===== config.mk =====
export PLATFORM = sky130hd
export DESIGN_NAME = pfrr_ram
export DESIGN_NICKNAME = d
export VERILOG_FILES = /design/src/design/pfrr_ram.sv
export SDC_FILE = /design/constraint.sdc
export NUM_CORES = 2
export LEC_CHECK = 0
export ABC_AREA = 1
export BUFFER_PORTS_ARGS = -buffer_cell sky130_fd_sc_hd__buf_2
export CAP_MARGIN = 25
export CORE_AREA = 5 5 394 396
export CTS_CLUSTER_SIZE = 10
export DETAILED_ROUTE_END_ITERATION = 10
export DIE_AREA = 0 0 399 401
export PLACE_DENSITY = 0.73
export SYNTH_ARGS = -nofsm -noshare
export SYNTH_HDL_FRONTEND = slang
export SYNTH_SLANG_ARGS = --single-unit

===== constraint.sdc =====
create_clock -name clock -period 4.6 [get_ports clock]
set_input_delay 0.69 -clock clock [delete_from_list [all_inputs] [get_ports clock]]
set_output_delay 0.69 -clock clock [all_outputs]
set_load 0.02 [all_outputs]

===== src/design/pfrr_ram.sv =====
module pfrr_ram #(
   parameter int WIDTH = 32,
   parameter int DEPTH = 64
) (
   input  logic                                    clock,
   input  logic                                    we,
   input  logic [(DEPTH > 1 ? $clog2(DEPTH) : 1)-1:0] waddr,
   input  logic [WIDTH-1:0]                        wdata,
   input  logic [(DEPTH > 1 ? $clog2(DEPTH) : 1)-1:0] raddr,
   output logic [WIDTH-1:0]                        rdata
);

   logic [WIDTH-1:0] mem [DEPTH];

   always_ff @(posedge clock) begin
      if (we) begin
         mem[waddr] <= wdata;
      end
      rdata <= mem[raddr];
   end

endmodule


-- Word level (Yosys, flattened, before mapping)
Memory sizes are Yosys's and may differ from the RTL's. A register that Yosys moved wholly into a read port is not among the register bits.
Index checks and enable logic that the tools add are counted.
- memories kept: 1
- register bits: 0
- output and inout port bits: 32
- memory bits (writable): 2048
- word-level logic and storage cells: 3
- input bits: 46
- memory list (memory ; words ; width ; rd ports ; clocked after memory_dff ; write ports ; RTL line ; RTL):
    mem ; 64 ; 32 ; 1 ; 1 ; 1 ; 13 ; logic [WIDTH-1:0] mem [DEPTH];
- multiplexer cells: 2
- operators with widths (operator ; number):
    two-way mux 1 bit ; 2

-- Longest topological paths before layout
- depth in word-level cells: 2
- mapped depth: 13
- gate-level depth less buffers: 9

-- Least setup slack after synthesis
Ideal clock, no wire load.
- kind: input to register
- start: input we
- end: memory mem[48][0], enable pin
- arrival: 4318 ps
- library setup time: 502 ps
- required time: 4098 ps
- buffers on the path: 1
- path slack: -220 ps
- stages on the path: 3
- path through: clkbuf_1 nand4_1 nor4_1
- longest elaborated chain between the ends: 2
- RTL lines (element ; RTL line ; RTL):
    start, declared ; 6 ; input logic we,
    two-way mux 1 bit ; 16 ; if (we) begin
    two-way mux 1 bit (implied by the code) ; 17 ; mem[waddr] <= wdata;
    end, declared ; 13 ;
No other way between the ends.

==> impl_metrics.json <==
{
  "h-tree-depth": 4,
  "clock.fmax_mhz": 340,
  "first_global_vias": 52900,
  "worst_path_max_delay_cell": "inv_8",
  "tightestPinTransition_ns": 1.11,
  "syn-instance-count": 6769,
  "syn_to_final_growth_pct": 11.5,
  "crit_type": "primary input to flop",
  "worstPathRequired_ns": 5.40,
  "rsz0062_at_grt": "false",
  "synth_ff_type": "edfxtp_1",
  "maxSlewViolCount": 0,
  "vias": 55700,
  "routed_via_density": 6.19,
  "dieArea_um2": 160000,
  "synth-seq-cells": 2080,
  "use_met3_pct": 8.19,
  "finalNonFillerCells": 8990,
  "num_rows": 143,
  "final_util_pct": 61.0,
  "synthTopCellsByCount": "nand2_1, edfxtp_1, nand3_1, buf_2, clkbuf_1",
  "portBuffers": 77,
  "initial_core_util_pct": 54.7,
  "synth_largest_area_cell": "edfxtp_1",
  "synth_top_area_share_pct": 74.3,
  "total_power_uw": 39600,
  "critical_path_cell_count": 10,
  "synth_fp_nets": 6815,
  "grt_start_max_net_pins": 166,
  "grt_util_met1_pct": 39.7,
  "end_kind": "flop",
  "cp_slowest_stage_delay_ns": 0.73,
  "worstHoldPathCells": 1,
  "finalSetupViolCount": 0,
  "cts_root_buf": "clkbuf_16",
  "cts.sinks": 2080,
  "crit_chain": "buf_8 > inv_8 > buf_4 > buf_4 > nand3_1 > nand3_1 > nand3_1 > nand2_1 > nand2_1 > nand2_1",
  "seq_area_frac_synth_pct": 75.1,
  "placed_area_um2": 85900,
  "dp_hpwl_mm": 130,
  "drc": 0,
  "die_x_um": 399,
  "syn_area_per_cell_um2": 12.2,
  "cpLargestDelayFamily": "buffers and inverters",
  "ctsResizeCount": 0,
  "post_cts_buffers": 0,
  "cts.clk_slew.worst_paths_ns": 0.06,
  "synth_warnings": 0,
  "synth_most_common_cell": "nand2_1",
  "worst_clock_skew_ns": 0.0455,
  "cts_buffers": 227,
  "async_flop_share_pct": 0,
  "reg2reg_depth": 8,
  "drtAntennaViolNets": 0,
  "synth.top_cells.by_area": "edfxtp_1, nand3_1, nand2_1, buf_2, dfxtp_1",
  "num-nets-final": 6883,
  "crit_arrival_ns": 3.74,
  "clk_latency_ns": 0.86,
  "path_max_fanout": 98,
  "grt_pass1_wl_mm": 347,
  "grt_most_used_layer": "met2",
  "synth_area_um2": 82700,
  "synth_edf_count": 2048,
  "period_minus_slack_ns": 2.94,
  "post-route-cell-area_um2": 92200,
  "hold_buffers": 0,
  "p_per_area_nw_per_um2": 429,
  "die_h_um": 401,
  "min-delay-path-class": "primary input to flop",
  "maxCapViolations": 0,
  "critPathLaunchType": "primary input",
  "fin_crit_sh_pct": 63.9,
  "dp.cells": 8638,
  "synth_cell_type_count": 16,
  "clockBufferDepth": 3,
  "post_drt_wl_per_cell_um": 26.4,
  "fin_setup_tns_ns": 0,
  "drive_gt1_share_pct": 8.66,
  "grt-ovfl-total": 0,
  "max_slew_margin_pct": 25.7,
  "power.static_leakage_uw": 0.0324,
  "cp_num_buf_inv": 4,
  "met2_usage_pct": 44.3,
  "core_area_um2": 151000,
  "finalHoldViolCount": 0,
  "drt_first_pass_iters": 9,
  "drt_iter0_markers": 7646,
  "grt_usage_pct": 29.3,
  "routed_wl_mm": 237,
  "outcome": "finished, final reports clean",
  "antenna_found_initial": 20,
  "gp_congestion": 0.896,
  "ios": 78,
  "cts_tree": "yes",
  "vdd_drop_max_mv": 0.296
}
-- report_power, final --
group	total (µW)	internal (µW)	switching [µW]
clock	16000	9100	6900
combinational	2560	581	1970
sequential	21100	21000	68.2
total	39600	30700	8950
-- registers in the layout (all words and copies together) (netlist names) --
register and flops:
mem 2048, rdata 32
-- metal layers --
layer  part of all wire, %  wire length (µm)
met1                    36             84700
met2                    45            108000
met3                    14             32600
met4                   5.1             12200
met5                 0.048               114
-- through the flow --
step,setup WS (ns),hold slack (ns)
2_1_floorplan,-0.220,0.721
3_3_place_gp,0.913,0.784
3_5_place_dp,0.866,0.805
4_1_cts,1.77,0.293
5_1_grt,1.58,0.337
6_report,1.66,0.367
-- placed cells by master (no fill, tap or decap), types with 3 or more instances in the layout --
cell type,netlist,final
edfxtp_1,2048,2048
clkbuf_16,0,231
nor2_4,0,56
buf_2,282,73
nand3_1,1907,1907
buf_4,45,181
buf_8,2,3
diode_2,0,11
inv_6,0,6
nand4_1,9,9
buf_12,0,30
nand2_1,2248,2248
inv_1,9,6
dfxtp_1,32,32
inv_8,0,3
clkbuf_1,77,97
nor4_2,0,8
-- kinds of logic after synthesis --
logic type    share of synthesized area [%]
buf+inv                                2.78
flops                                  75.1
simple gates                           22.1
-- path summary, 6_finish.rpt --
| kind | start | to | slack (ns) |
|---|---|---|---|
| setup / recovery | raddr[2] | rdata[1] | 1.66 |
| hold reg to reg | mem[50][0] | rdata[0] | 0.81 |
| setup reg to reg | mem[31][8] | rdata[8] | 2.51 |
| hold / removal | wdata[18] | mem[3][18] | 0.37 |
-- final cells by class --
type                    instances  area (µm²)
flip-flops and latches       2080       62100
fillers                     11100       58900
multi-input cells            4228       18800
clock buffers                 329        6160
well taps                    2030        2540
repair buffers                288        2380
clock inverters                12         148
inverters                      12        83.8
diodes                         11        27.5
(Power assumes the default switching activity.)
