## src/design/pfrr_mod.sv

```systemverilog
module pfrr_mod #(
   parameter int CW = 7,
   parameter int IW = 6
) (
   input  logic          clock,
   input  logic          reset,
   input  logic          start,
   input  logic [31:0]   dividend,
   input  logic [CW-1:0] divisor,
   output logic          done,
   output logic [IW-1:0] remainder
);

   logic          run_ff, run_in;
   logic          done_ff, done_in;
   logic [5:0]    cnt_ff, cnt_in;
   logic [31:0]   a_ff, a_in;
   logic [CW-1:0] d_ff, d_in;
   logic [CW-1:0] rem_ff, rem_in;
   logic [CW:0]   trial;

   assign trial = {rem_ff, a_ff[31]};

   always_comb begin
      run_in  = run_ff;
      done_in = 1'b0;
      cnt_in  = cnt_ff;
      a_in    = a_ff;
      d_in    = d_ff;
      rem_in  = rem_ff;
      if (start) begin
         run_in = 1'b1;
         cnt_in = 6'd32;
         a_in   = dividend;
         d_in   = divisor;
         rem_in = '0;
      end else if (run_ff) begin
         if (trial >= {1'b0, d_ff}) begin
            rem_in = CW'(trial - {1'b0, d_ff});
         end else begin
            rem_in = CW'(trial);
         end
         a_in   = {a_ff[30:0], 1'b0};
         cnt_in = cnt_ff - 6'd1;
         if (cnt_ff == 6'd1) begin
            run_in  = 1'b0;
            done_in = 1'b1;
         end
      end
   end

   always_ff @(posedge clock) begin
      if (reset) begin
         run_ff  <= 1'b0;
         done_ff <= 1'b0;
      end else begin
         run_ff  <= run_in;
         done_ff <= done_in;
      end
      cnt_ff <= cnt_in;
      a_ff   <= a_in;
      d_ff   <= d_in;
      rem_ff <= rem_in;
   end

   assign done      = done_ff;
   assign remainder = IW'(rem_ff);

endmodule
```

## config.mk

```make
export PLATFORM = sky130hd
export DESIGN_NAME = pfrr_mod
export DESIGN_NICKNAME = d
export VERILOG_FILES = /design/src/design/pfrr_mod.sv
export SDC_FILE = /design/constraint.sdc
export NUM_CORES = 1
export LEC_CHECK = 0
export BUFFER_PORTS_ARGS = -buffer_cell sky130_fd_sc_hd__clkbuf_2
export CORE_AREA = 3 3 77 79
export DETAILED_ROUTE_END_ITERATION = 10
export DIE_AREA = 0 0 80 82
export PLACE_DENSITY = 0.73
export SYNTH_ARGS = -nofsm -noshare
export SYNTH_HDL_FRONTEND = slang
export SYNTH_SLANG_ARGS = --single-unit
```

## constraint.sdc

```tcl
create_clock -name clock -period 2.12 [get_ports clock]
set_input_delay 0.318 -clock clock [delete_from_list [all_inputs] [get_ports clock]]
set_output_delay 0.318 -clock clock [all_outputs]
set_load 0.02 [all_outputs]
```

Yosys cells after proc, flatten, opt, wreduce, memory -nomap -nowiden
Index checks and enable logic that the tools add are counted.

Bits in registers: 54. Logic and storage cells: 20.

$add $sub $neg: 2. Magnitude comparators: 1. Equal/unequal tests: 1. Mux-type cells: 7. Bitwise operators: 1. Reduce and logical (&&, ||, !) cells: 2.

Operator list (number): 2-to-1 mux 32 bit (2); >= comparator 8 x 7 -> 1 bit (1); 2-to-1 mux 7 bit (1); subtractor 7 bit (1); == test 6 x 1 -> 1 bit, second input constant (1); subtractor 6 x 1 -> 6 bit, second input constant (1); 2-to-1 mux 1 bit (4); OR reduction 3 bit (1); nonzero test 2 bit (1); NOT 1 bit (1).

Logic depth before layout (Yosys ltp)
Gate-level depths: netlist of the first run.

Word-level depth: 4. Mapped depth: 10.

Worst setup path after synthesis of the first run
OpenSTA, ideal clock, no wires.

Path type: reg-to-reg. From: register a_ff[31]. To: register rem_ff[5]. Data arrival time: 2.154 ns. Path slack: -0.122 ns. Stages on the path, launching flop included: 11. Path buffers: 1. Period minus slack after synthesis: 2.242 ns. Cells stage by stage: edfxtp_1 inv_1 ha_1 inv_1 fa_1 a211oi_2 o21ai_1 a41o_1 buf_6 or2_0 a311oi_2.

Word-level cells in the longest chain between the ends: 2.

Ends and longest elaborated chain: start, declared (RTL line 17) `logic [31:0] a_ff, a_in;`; start signal, assigned (RTL line 61) `a_ff <= a_in;`; subtractor 7 bit or >= comparator 8 x 7 -> 1 bit (tied branches) (RTL line 39, 38); 2-to-1 mux 7 bit (*) (RTL line 38) `if (trial >= {1'b0, d_ff}) begin`; end signal, assigned (RTL line 63) `rem_ff <= rem_in;`; end, declared (RTL line 19) `logic [CW-1:0] rem_ff, rem_in;`.

Every way passes the cells marked *; elsewhere a longest branch is shown, timed or not. A chain may end at the register's enable or synchronous reset.

Final worst setup path of the first run
From: register a_ff[31]. To: register rem_ff[0].

Same word-level chain as after synthesis.

==> flow_summary.yaml, run 1 <==
logic_synthesis:
  synth_area_leaders: "edfxtp_1, mux2_2, dfxtp_1, ha_1, nor2_1"
  synth.distinct_cells: 40
  syn_inst: 201
  ys_seq_elements: 54
  netlist_area_um2: 2592
  yosysSeqAreaShare_pct: 56.76
  synth_most_common_cell: "edfxtp_1"
  synthFlopType: "edfxtp_1"
  synth_top_area_cell: "edfxtp_1"
  ys_top_cells_by_count: "edfxtp_1, mux2_2, dfxtp_1, nor2_1, inv_1"
  synth_top_cell_area_share_pct: 45.17
  syn_nets: 253
  ys_async_sr_fraction_pct: 0
  yosysWarnings: 0
  synth_edf_count: 39
  avgSynthCellArea_um2: 12.90
placement:
  place_inst: 315
  numPortBuffers: 48
  pre_cts_slack_ns: -0.1221
  place.gp.congestion: 0.8068
  hpwlAfterDp_mm: 3.034
  place_area_um2: 2934
timing:
  tightest_slew_ns: 0.5549
  hold_violations: 0
  final.setup.tns_ns: -0.2875
  max-slew-margin-rel_pct: 62.48
  fmax_mhz: 453.8
  setup_ws_ns: -0.08365
  clock_skew_ns: 0.005445
  rsz0062_at_grt: "yes"
  final.min_clock_period_ns: 2.204
  finalSetupViolations: 6
  slew_violations: 0
  period_share_pct: 103.9
setup_path:
  rr_worst_depth: 9
  crit_path_max_fanout: 4
  r2r_end: "rem_ff[0]"
  crit_arrival_ns: 2.40
  critPathKind: "reg -> reg"
  start_kind: "register"
  critPathRequiredTime_ns: 2.31
  r2r_slack_ns: -0.08
  r2r-start: "a_ff[31]"
  endpoint_kind: "register"
detailed_routing:
  routed_wirelength_mm: 4.445
  wire_per_inst_um: 13.59
  detail_route.iter0.violations: 54
  ant_nets: 0
  dr.pass1.iters: 4
  dr_total_vias: 1627
  drc: 0
  via_per_inst: 4.976
power:
  p_sw_share_pct: 25.78
  powerDensity_nw_per_um2: 812.1
  pwr-share-clk_pct: 28.2
  p_switching_mw: 0.6510
  peakVddDrop_v: 0.0004201
  p_int_mw: 1.874
  leakage_nw: 1.282
  power_frac_seq_pct: 51.5
  combPwrFrac_pct: 20.3
clock_network:
  clkSlewWorstSetupHoldPaths_ns: 0.10
  ctsHoldBuffers: 0
  cts_root_buffer: "clkbuf_8"
  clock-sinks: 54
  cts_buffer_depth: 2
  htree_levels: 2
  worstSkewPairLatency_ns: 0.31
  cts_tree: "built"
  cts_buffers: 5
die:
  die_w_um: 80
  dieHeight_um: 82
  initial_core_util_pct: 47.96
  core_um2: 5405
  io_pins: 49
  rows: 27
  dieArea_um2: 6560
cells_and_area:
  antenna_cells: 0
  layout-drive-gt1-share_pct: 43.14
  final_cell_area_um2: 3109
  nets: 306
  stdcell_count: 327
  area_growth_pct: 19.93
hold_path:
  min_from: "reset"
  hold_class: "in -> reg"
  hold_depth: 2
  holdPathEnd: "run_ff"
status:
  violations: "negative setup slack"
  status: "finished with violations"
global_route:
  antenna_found_initial: 0
  grt_max_degree: 34
  grt_pass1_wl_mm: 6.982
  track_usage_pct: 13.84
  gr-total-overflow: 0
  grt_pass1_vias: 1577
run:
  maxCapViolCount: 0
-- cell families after synthesis --
kind of cell,after synthesis,synth area share [%]
buffers and inverters,29,5.357
adder cells (fa/ha/maj),10,5.116
AO/OA/AOI/OAI,24,6.660
AND/OR/NAND/NOR,41,8.398
XOR/XNOR,8,2.702
flip-flops,54,56.76
multiplexers,35,15.01
-- worst max path at each step --
stage	startpoint	end	slack, ns
detailed placement	a_ff[31]	rem_ff[0]	-0.12
floorplan	a_ff[31]	rem_ff[5]	-0.05
finish	a_ff[31]	rem_ff[0]	-0.08
CTS	a_ff[31]	rem_ff[0]	-0.005
global route	a_ff[31]	rem_ff[4]	-0.23
global placement	a_ff[31]	rem_ff[0]	-0.07
-- cell type report --
cell class                 count  area, µm²
fill                         470       2296
sequential                    54       1471
multi-input combinational    118       1008
timing repair buffer          61      370.4
tap                           72      90.09
clock buffer                   5      68.82
inverter                      14      52.55
clock inverter                 3      47.55
-- repair_timing --
item,in CTS,in global routing
buffers inserted,2,2
pin swaps,6,8
endpoints found under the setup margin,7,7
gates resized for setup,1,7
-- power groups by stage --
stage          logic, mW  clock network [mW]  registers, mW
6_report           0.512               0.712           1.30
2_1_floorplan      0.350                   0           1.31
3_3_place_gp       0.463                   0           1.32
3_5_place_dp       0.470                   0           1.33
5_1_grt            0.568               0.778           1.31
4_1_cts            0.487               0.735           1.30
-- cell usage in the layout, fill, tap and decap left out, types with 2 or more instances in the layout --
master     n
clkbuf_2  48
clkbuf_8   5
nor4b_1    2
inv_1     13
xor2_1     4
o21ai_0    3
nor2_1    15
ha_1       8
mux2i_1    4
a21oi_1    3
nor3b_1    3
a211oi_1   6
buf_12     2
edfxtp_1  39
mux2_2    31
xnor2_1    4
dfxtp_1   15
buf_4      9
o21ai_1    2
nor3_1     3
nand2_1    6
buf_6      2
or3_1      2
-- critical path, cell delays in order, from the launching register on --
cell	delay, ns
edfxtp_1	0.40
inv_1	0.07
ha_2	0.18
inv_2	0.04
fa_2	0.34
a211oi_2	0.23
o21ai_1	0.12
a41o_1	0.24
nor4bb_1	0.16
or3_1	0.31
-- metal layers --
metal  wire length, µm  up-vias  GRT usage (%)
met5                 0        -              0
met4                36        0          3.547
met3               243        4          4.496
met2              2132       38          22.76
met1              2034      757          17.70
li1                  -      828              -
-- metrics by stage --
step / utilization, % / power, mW / hold WS (ns)
after floorplan: - / 1.663 / 0.3965
after global placement: 54.28 / 1.787 / 0.4837
after detailed placement: 54.28 / 1.796 / 0.4971
after CTS: 56.78 / 2.525 / 0.1660
after global routing: 57.52 / 2.659 / 0.1614
final: 57.52 / 2.525 / 0.1718
-- registers in the layout, summed over array words and instances, names as in the netlist --
| register | count |
|---|---|
| done | 1 |
| a_ff | 32 |
| run_ff | 1 |
| cnt_ff | 6 |
| rem_ff | 7 |
| d_ff | 7 |
Note: power is estimated with default switching activity, not from simulation.
==> run 2, diff against run 1 <==
--- a/config.mk
+++ b/config.mk
@@ -6,10 +6,12 @@
 export NUM_CORES = 1
 export LEC_CHECK = 0
 export BUFFER_PORTS_ARGS = -buffer_cell sky130_fd_sc_hd__clkbuf_2
-export CORE_AREA = 3 3 77 79
+export CORE_AREA = 2 2 76 78
 export DETAILED_ROUTE_END_ITERATION = 10
-export DIE_AREA = 0 0 80 82
+export DIE_AREA = 0 0 78 80
+export MAX_ROUTING_LAYER = met4
 export PLACE_DENSITY = 0.73
+export SLEW_MARGIN = 15
 export SYNTH_ARGS = -nofsm -noshare
 export SYNTH_HDL_FRONTEND = slang
 export SYNTH_SLANG_ARGS = --single-unit
==> run 2 against run 1 <==
Effect of this change: the run still ends with negative setup slack left; critical path type unchanged; flip-flop and latch count did not move; worst hold slack better by 0.0085 ns; die area down 4.9%; clock skew is 0.0050 ns higher; critical path depth unchanged; largest power group unchanged; total power fell by 6.4%; critical endpoint unchanged; sequential share of layout area grew 0.83 points; sequential power hardly changed.
==> flow_summary.yaml, run 2 (synthesis results as in run 1) <==
cells_and_area:
  nets: 303
  mostFrequentLayoutCell: "clkbuf_2"
  area_growth_pct: 17.86
  final_cell_area_um2: 3055
  stdcell_count: 324
  layout-drive-gt1-share_pct: 42.06
  nFillCells: 479
  seqCellArea_um2: 1471
  final_cell_mix: "clkbuf_2, edfxtp_1, mux2_2, nor2_1, dfxtp_1"
  reg_top3: "a_ff x32, d_ff x7, rem_ff x7"
  largest_reg_flops: 32
  regMostFlops: "a_ff"
  multi_input_area_um2: 1001
  antenna_cells: 0
timing:
  slew_violations: 0
  max-slew-margin-rel_pct: 62.09
  hold_violations: 0
  tightest_slew_ns: 0.5607
  period_share_pct: 101.1
  fmax_mhz: 466.5
  clock_skew_ns: 0.01043
  final.min_clock_period_ns: 2.144
  rsz0062_at_grt: "yes"
  finalSetupViolations: 1
  setup_ws_ns: -0.02373
clock_network:
  htree_levels: 2
  worstSkewPairLatency_ns: 0.31
  cts_tree: "built"
  clkSlewWorstSetupHoldPaths_ns: 0.09
  clock-sinks: 54
  cts_buffer_depth: 2
  cts_buffers: 5
  cts_root_buffer: "clkbuf_8"
placement:
  place_area_um2: 2939
  pre_cts_slack_ns: -0.07423
  numPortBuffers: 48
  hpwlAfterDp_mm: 3.330
  place_inst: 314
  place.gp.congestion: 0.8590
run:
  maxCapViolCount: 0
die:
  rows: 27
  dieHeight_um: 80
  initial_core_util_pct: 47.96
  io_pins: 49
  dieArea_um2: 6240
  die_w_um: 78
  core_um2: 5405
status:
  status: "finished with violations"
  violations: "negative setup slack"
setup_path:
  crit_arrival_ns: 2.34
  rr_worst_depth: 9
  critPathRequiredTime_ns: 2.32
  start_kind: "register"
  critPathKind: "reg -> reg"
  endpoint_kind: "register"
  crit_path_max_fanout: 4
power:
  peakVddDrop_v: 0.0004420
  leakage_nw: 1.246
  powerDensity_nw_per_um2: 773.8
detailed_routing:
  wire_per_inst_um: 14.15
  dr.pass1.iters: 4
  detail_route.iter0.violations: 79
  ant_nets: 0
  routed_wirelength_mm: 4.584
  via_per_inst: 5.077
  dr_total_vias: 1645
  drc: 0
global_route:
  antenna_found_initial: 0
  grt_pass1_wl_mm: 7.424
  gr-total-overflow: 0
  grt_pass1_vias: 1616
  track_usage_pct: 16.11
  grt_max_degree: 33
hold_path:
  hold_class: "in -> reg"
  hold_depth: 2
-- run 2: cell types whose count changed in the layout (fill, tap and decap cells not counted), sizes merged --
cell      previous run  this run
buf                 13        10
clkinvlp             0         2
bufinv               1         0
clkbuf              53        54
clkinv               1         0
inv                 15        14
-- run 2: metrics by stage --
step	util [%]	setup TNS, ns	total power, mW	hold slack [ns]
6_report	56.53	-0.02373	2.364	0.1803
2_1_floorplan	-	-0.04719	1.663	0.3965
5_1_grt	56.53	-0.6195	2.487	0.1794
3_5_place_dp	54.37	-0.1892	1.798	0.4935
3_3_place_gp	54.37	-0.05406	1.788	0.4856
4_1_cts	56.13	0	2.373	0.1714
-- run 2: report_power, final --
group | switching (mW) | internal, mW
combinational | 0.237 | 0.247
sequential | 0.0510 | 1.25
clock | 0.341 | 0.233
-- run 2: worst paths after layout --
path / start / endpoint / slack (ns)
max reg2reg: a_ff[31] / rem_ff[0] / -0.02
min reg2reg: cnt_ff[1] / cnt_ff[1] / 0.51
min: reset / run_ff / 0.18
max: a_ff[31] / rem_ff[0] / -0.02
-- run 2: cell type report --
class | count | area share (%)
clock inverters | 2 | 0.4914
inverters | 14 | 1.720
clock buffers | 6 | 2.375
well taps | 72 | 2.948
flip-flops and latches | 54 | 48.16
repair buffers | 58 | 11.55
multi-input cells | 118 | 32.76
-- run 2: repair_timing --
action / CTS / global route
setup buffers: 1 / 1
hold endpoints to repair: 0 / 0
hold buffers: 0 / 0
resized for setup: 0 / 3
endpoints found under the setup margin: 7 / 7
pin swaps: 5 / 5
-- run 2: critical path, cell delays in order, from the launching register on --
cell      delay [ns]
edfxtp_1        0.40
inv_1           0.07
ha_2            0.17
inv_2           0.04
fa_2            0.33
a211oi_2        0.25
o21ai_1         0.08
a41o_1          0.22
nor4bb_1        0.13
or3_1           0.35
-- run 2: layer usage --
metal / GRT usage, % / part of all wire, %
met5: - / 0
met4: 6.491 / 2.0
met3: 4.638 / 5.0
met2: 24.40 / 46
met1: 20.53 / 47
==> run 3, diff against run 2 <==
--- a/config.mk
+++ b/config.mk
@@ -7,6 +7,7 @@
 export LEC_CHECK = 0
 export BUFFER_PORTS_ARGS = -buffer_cell sky130_fd_sc_hd__clkbuf_2
 export CORE_AREA = 2 2 76 78
+export CTS_CLUSTER_DIAMETER = 200
 export DETAILED_ROUTE_END_ITERATION = 10
 export DIE_AREA = 0 0 78 80
 export MAX_ROUTING_LAYER = met4
==> constraint.sdc (replaced) <==
create_clock -name clock -period 2.12 [get_ports clock]
set_input_delay 0.106 -clock clock [delete_from_list [all_inputs] [get_ports clock]]
set_output_delay 0.106 -clock clock [all_outputs]
set_load 0.02 [all_outputs]
==> run 3 against run 2 <==
Effect of this change: the flow still finishes with violations (negative setup slack); non-clock buffer count is 8 higher; flip-flop and latch count stayed put; fmax hardly changed; clock power hardly changed; setup slack hardly changed; final cell count is 2.5% higher; global-route usage is 0.18 points higher; combinational power is 3% higher; design area is 2.6% higher; core utilization is 1.5 points higher; critical endpoint unchanged; largest cell class unchanged; largest power group unchanged.
==> flow_summary.yaml, run 3 (synthesis results as in run 1) <==
clock_network:
  htree_levels: 2
  clkSlewWorstSetupHoldPaths_ns: 0.09
  cts_buffers: 5
  cts_root_buffer: "clkbuf_8"
  cts_buffer_depth: 2
  worstSkewPairLatency_ns: 0.31
  cts_tree: "built"
  clock-sinks: 54
global_route:
  track_usage_pct: 16.28
  antenna_found_initial: 0
  use_met3_pct: 4.638
  grt_max_degree: 33
  grt_pass1_vias: 1658
  top_usage_layer: "met2"
  use_met2_pct: 25.00
  grt_pass1_wl_mm: 7.527
  gr-total-overflow: 0
  use_met1_pct: 20.53
detailed_routing:
  ant_nets: 0
  dr.pass1.iters: 4
  drc: 0
  via_per_inst: 5.066
  wire_per_inst_um: 14.07
  detail_route.iter0.violations: 80
  dr_total_vias: 1682
  routed_wirelength_mm: 4.672
hold_path:
  hold_class: "in -> reg"
timing:
  period_share_pct: 101.1
  max-slew-margin-rel_pct: 62.09
  slew_violations: 0
  fmax_mhz: 466.5
  clock_skew_ns: 0.01080
  tightest_slew_ns: 0.5607
  rsz0062_at_grt: "yes"
  setup_ws_ns: -0.02372
  finalSetupViolations: 1
  final.min_clock_period_ns: 2.144
  hold_violations: 0
  final.setup.tns_ns: -0.02372
setup_path:
  start_kind: "register"
  crit_path_max_fanout: 4
  critPathRequiredTime_ns: 2.32
  endpoint_kind: "register"
  crit_arrival_ns: 2.35
  critPathKind: "reg -> reg"
die:
  io_pins: 49
  die_w_um: 78
  initial_core_util_pct: 47.96
  core_um2: 5405
  dieHeight_um: 80
  dieArea_um2: 6240
  rows: 27
cells_and_area:
  reg_top3: "a_ff x32, d_ff x7, rem_ff x7"
  regMostFlops: "a_ff"
  mostFrequentLayoutCell: "clkbuf_2"
  antenna_cells: 0
  final_cell_mix: "clkbuf_2, edfxtp_1, mux2_2, nor2_1, dfxtp_1"
  final_util_pct: 58.01
  largest_reg_flops: 32
  area_growth_pct: 20.95
  nets: 311
  layout-drive-gt1-share_pct: 40.77
  stdcell_count: 332
run:
  maxCapViolCount: 0
placement:
  hpwlAfterDp_mm: 3.330
  place_inst: 314
  place.gp.congestion: 0.8590
  numPortBuffers: 48
power:
  leakage_nw: 1.279
  p_sw_share_pct: 26.62
  powerDensity_nw_per_um2: 758.2
  power_frac_seq_pct: 54.9
  p_switching_mw: 0.6329
  p_int_mw: 1.745
  peakVddDrop_v: 0.0004420
  pwr-share-clk_pct: 24.2
  combPwrFrac_pct: 20.9
status:
  status: "finished with violations"
  violations: "negative setup slack"
run 3: worst paths after layout:
path,depth (start not counted),slack (ns),start,endpoint
worst max-delay path,9,-0.02,a_ff[31],rem_ff[0]
worst min-delay path,2,0.08,dividend[0],a_ff[0]
worst max register to register,9,-0.02,a_ff[31],rem_ff[0]
worst min register to register,2,0.51,cnt_ff[1],cnt_ff[1]
run 3: metrics by stage:
step                total power, mW  setup slack [ns]  instance area [µm²]  hold slack, ns
finish                        2.377          -0.02372                 3136         0.07867
detailed placement            1.798          -0.07423                 2939          0.2851
global route                  2.499           -0.1226                 3136         0.07168
global placement              1.788          -0.04992                 2939          0.2885
CTS                           2.384          0.004541                 3114         0.06979
floorplan                     1.663          -0.04719                 2597          0.1845
run 3: layout make-up:
cell class | instances | area [µm²]
Multi-Input combinational cell | 118 | 1001
Clock inverter | 2 | 15.01
Inverter | 14 | 52.55
Sequential cell | 54 | 1471
Clock buffer | 6 | 72.57
Timing Repair Buffer | 66 | 432.9
Fill cell | 476 | 2270
Tap cell | 72 | 90.09
run 3: critical path, stage by stage, from the launching register on:
cell,delay (ns)
edfxtp_1,0.40
inv_1,0.07
ha_2,0.17
inv_2,0.04
fa_2,0.33
a211oi_2,0.26
o21ai_1,0.09
a41o_1,0.21
nor4bb_1,0.13
or3_1,0.35
run 3: repair_timing:
action / CTS / global route
buffers inserted: 1 / 1
hold buffers: 8 / 0
pin swaps: 5 / 5
endpoints found under the setup margin: 7 / 7
gates resized for setup: 0 / 3
hold endpoints to repair: 8 / 0
cloned: 0 / 0
run 3: power groups by stage:
stage	clock network, mW	logic [mW]	registers, mW
6_report	0.575	0.498	1.30
5_1_grt	0.631	0.550	1.32
4_1_cts	0.589	0.488	1.31
3_5_place_dp	0	0.467	1.33
3_3_place_gp	0	0.461	1.33
2_1_floorplan	0	0.350	1.31
run 3: routing by layer:
layer / wire length [µm] / vias to the layer above
met5: 0 / -
met4: 91 / 0
met3: 243 / 7
met2: 2140 / 45
met1: 2196 / 790
li1: - / 840
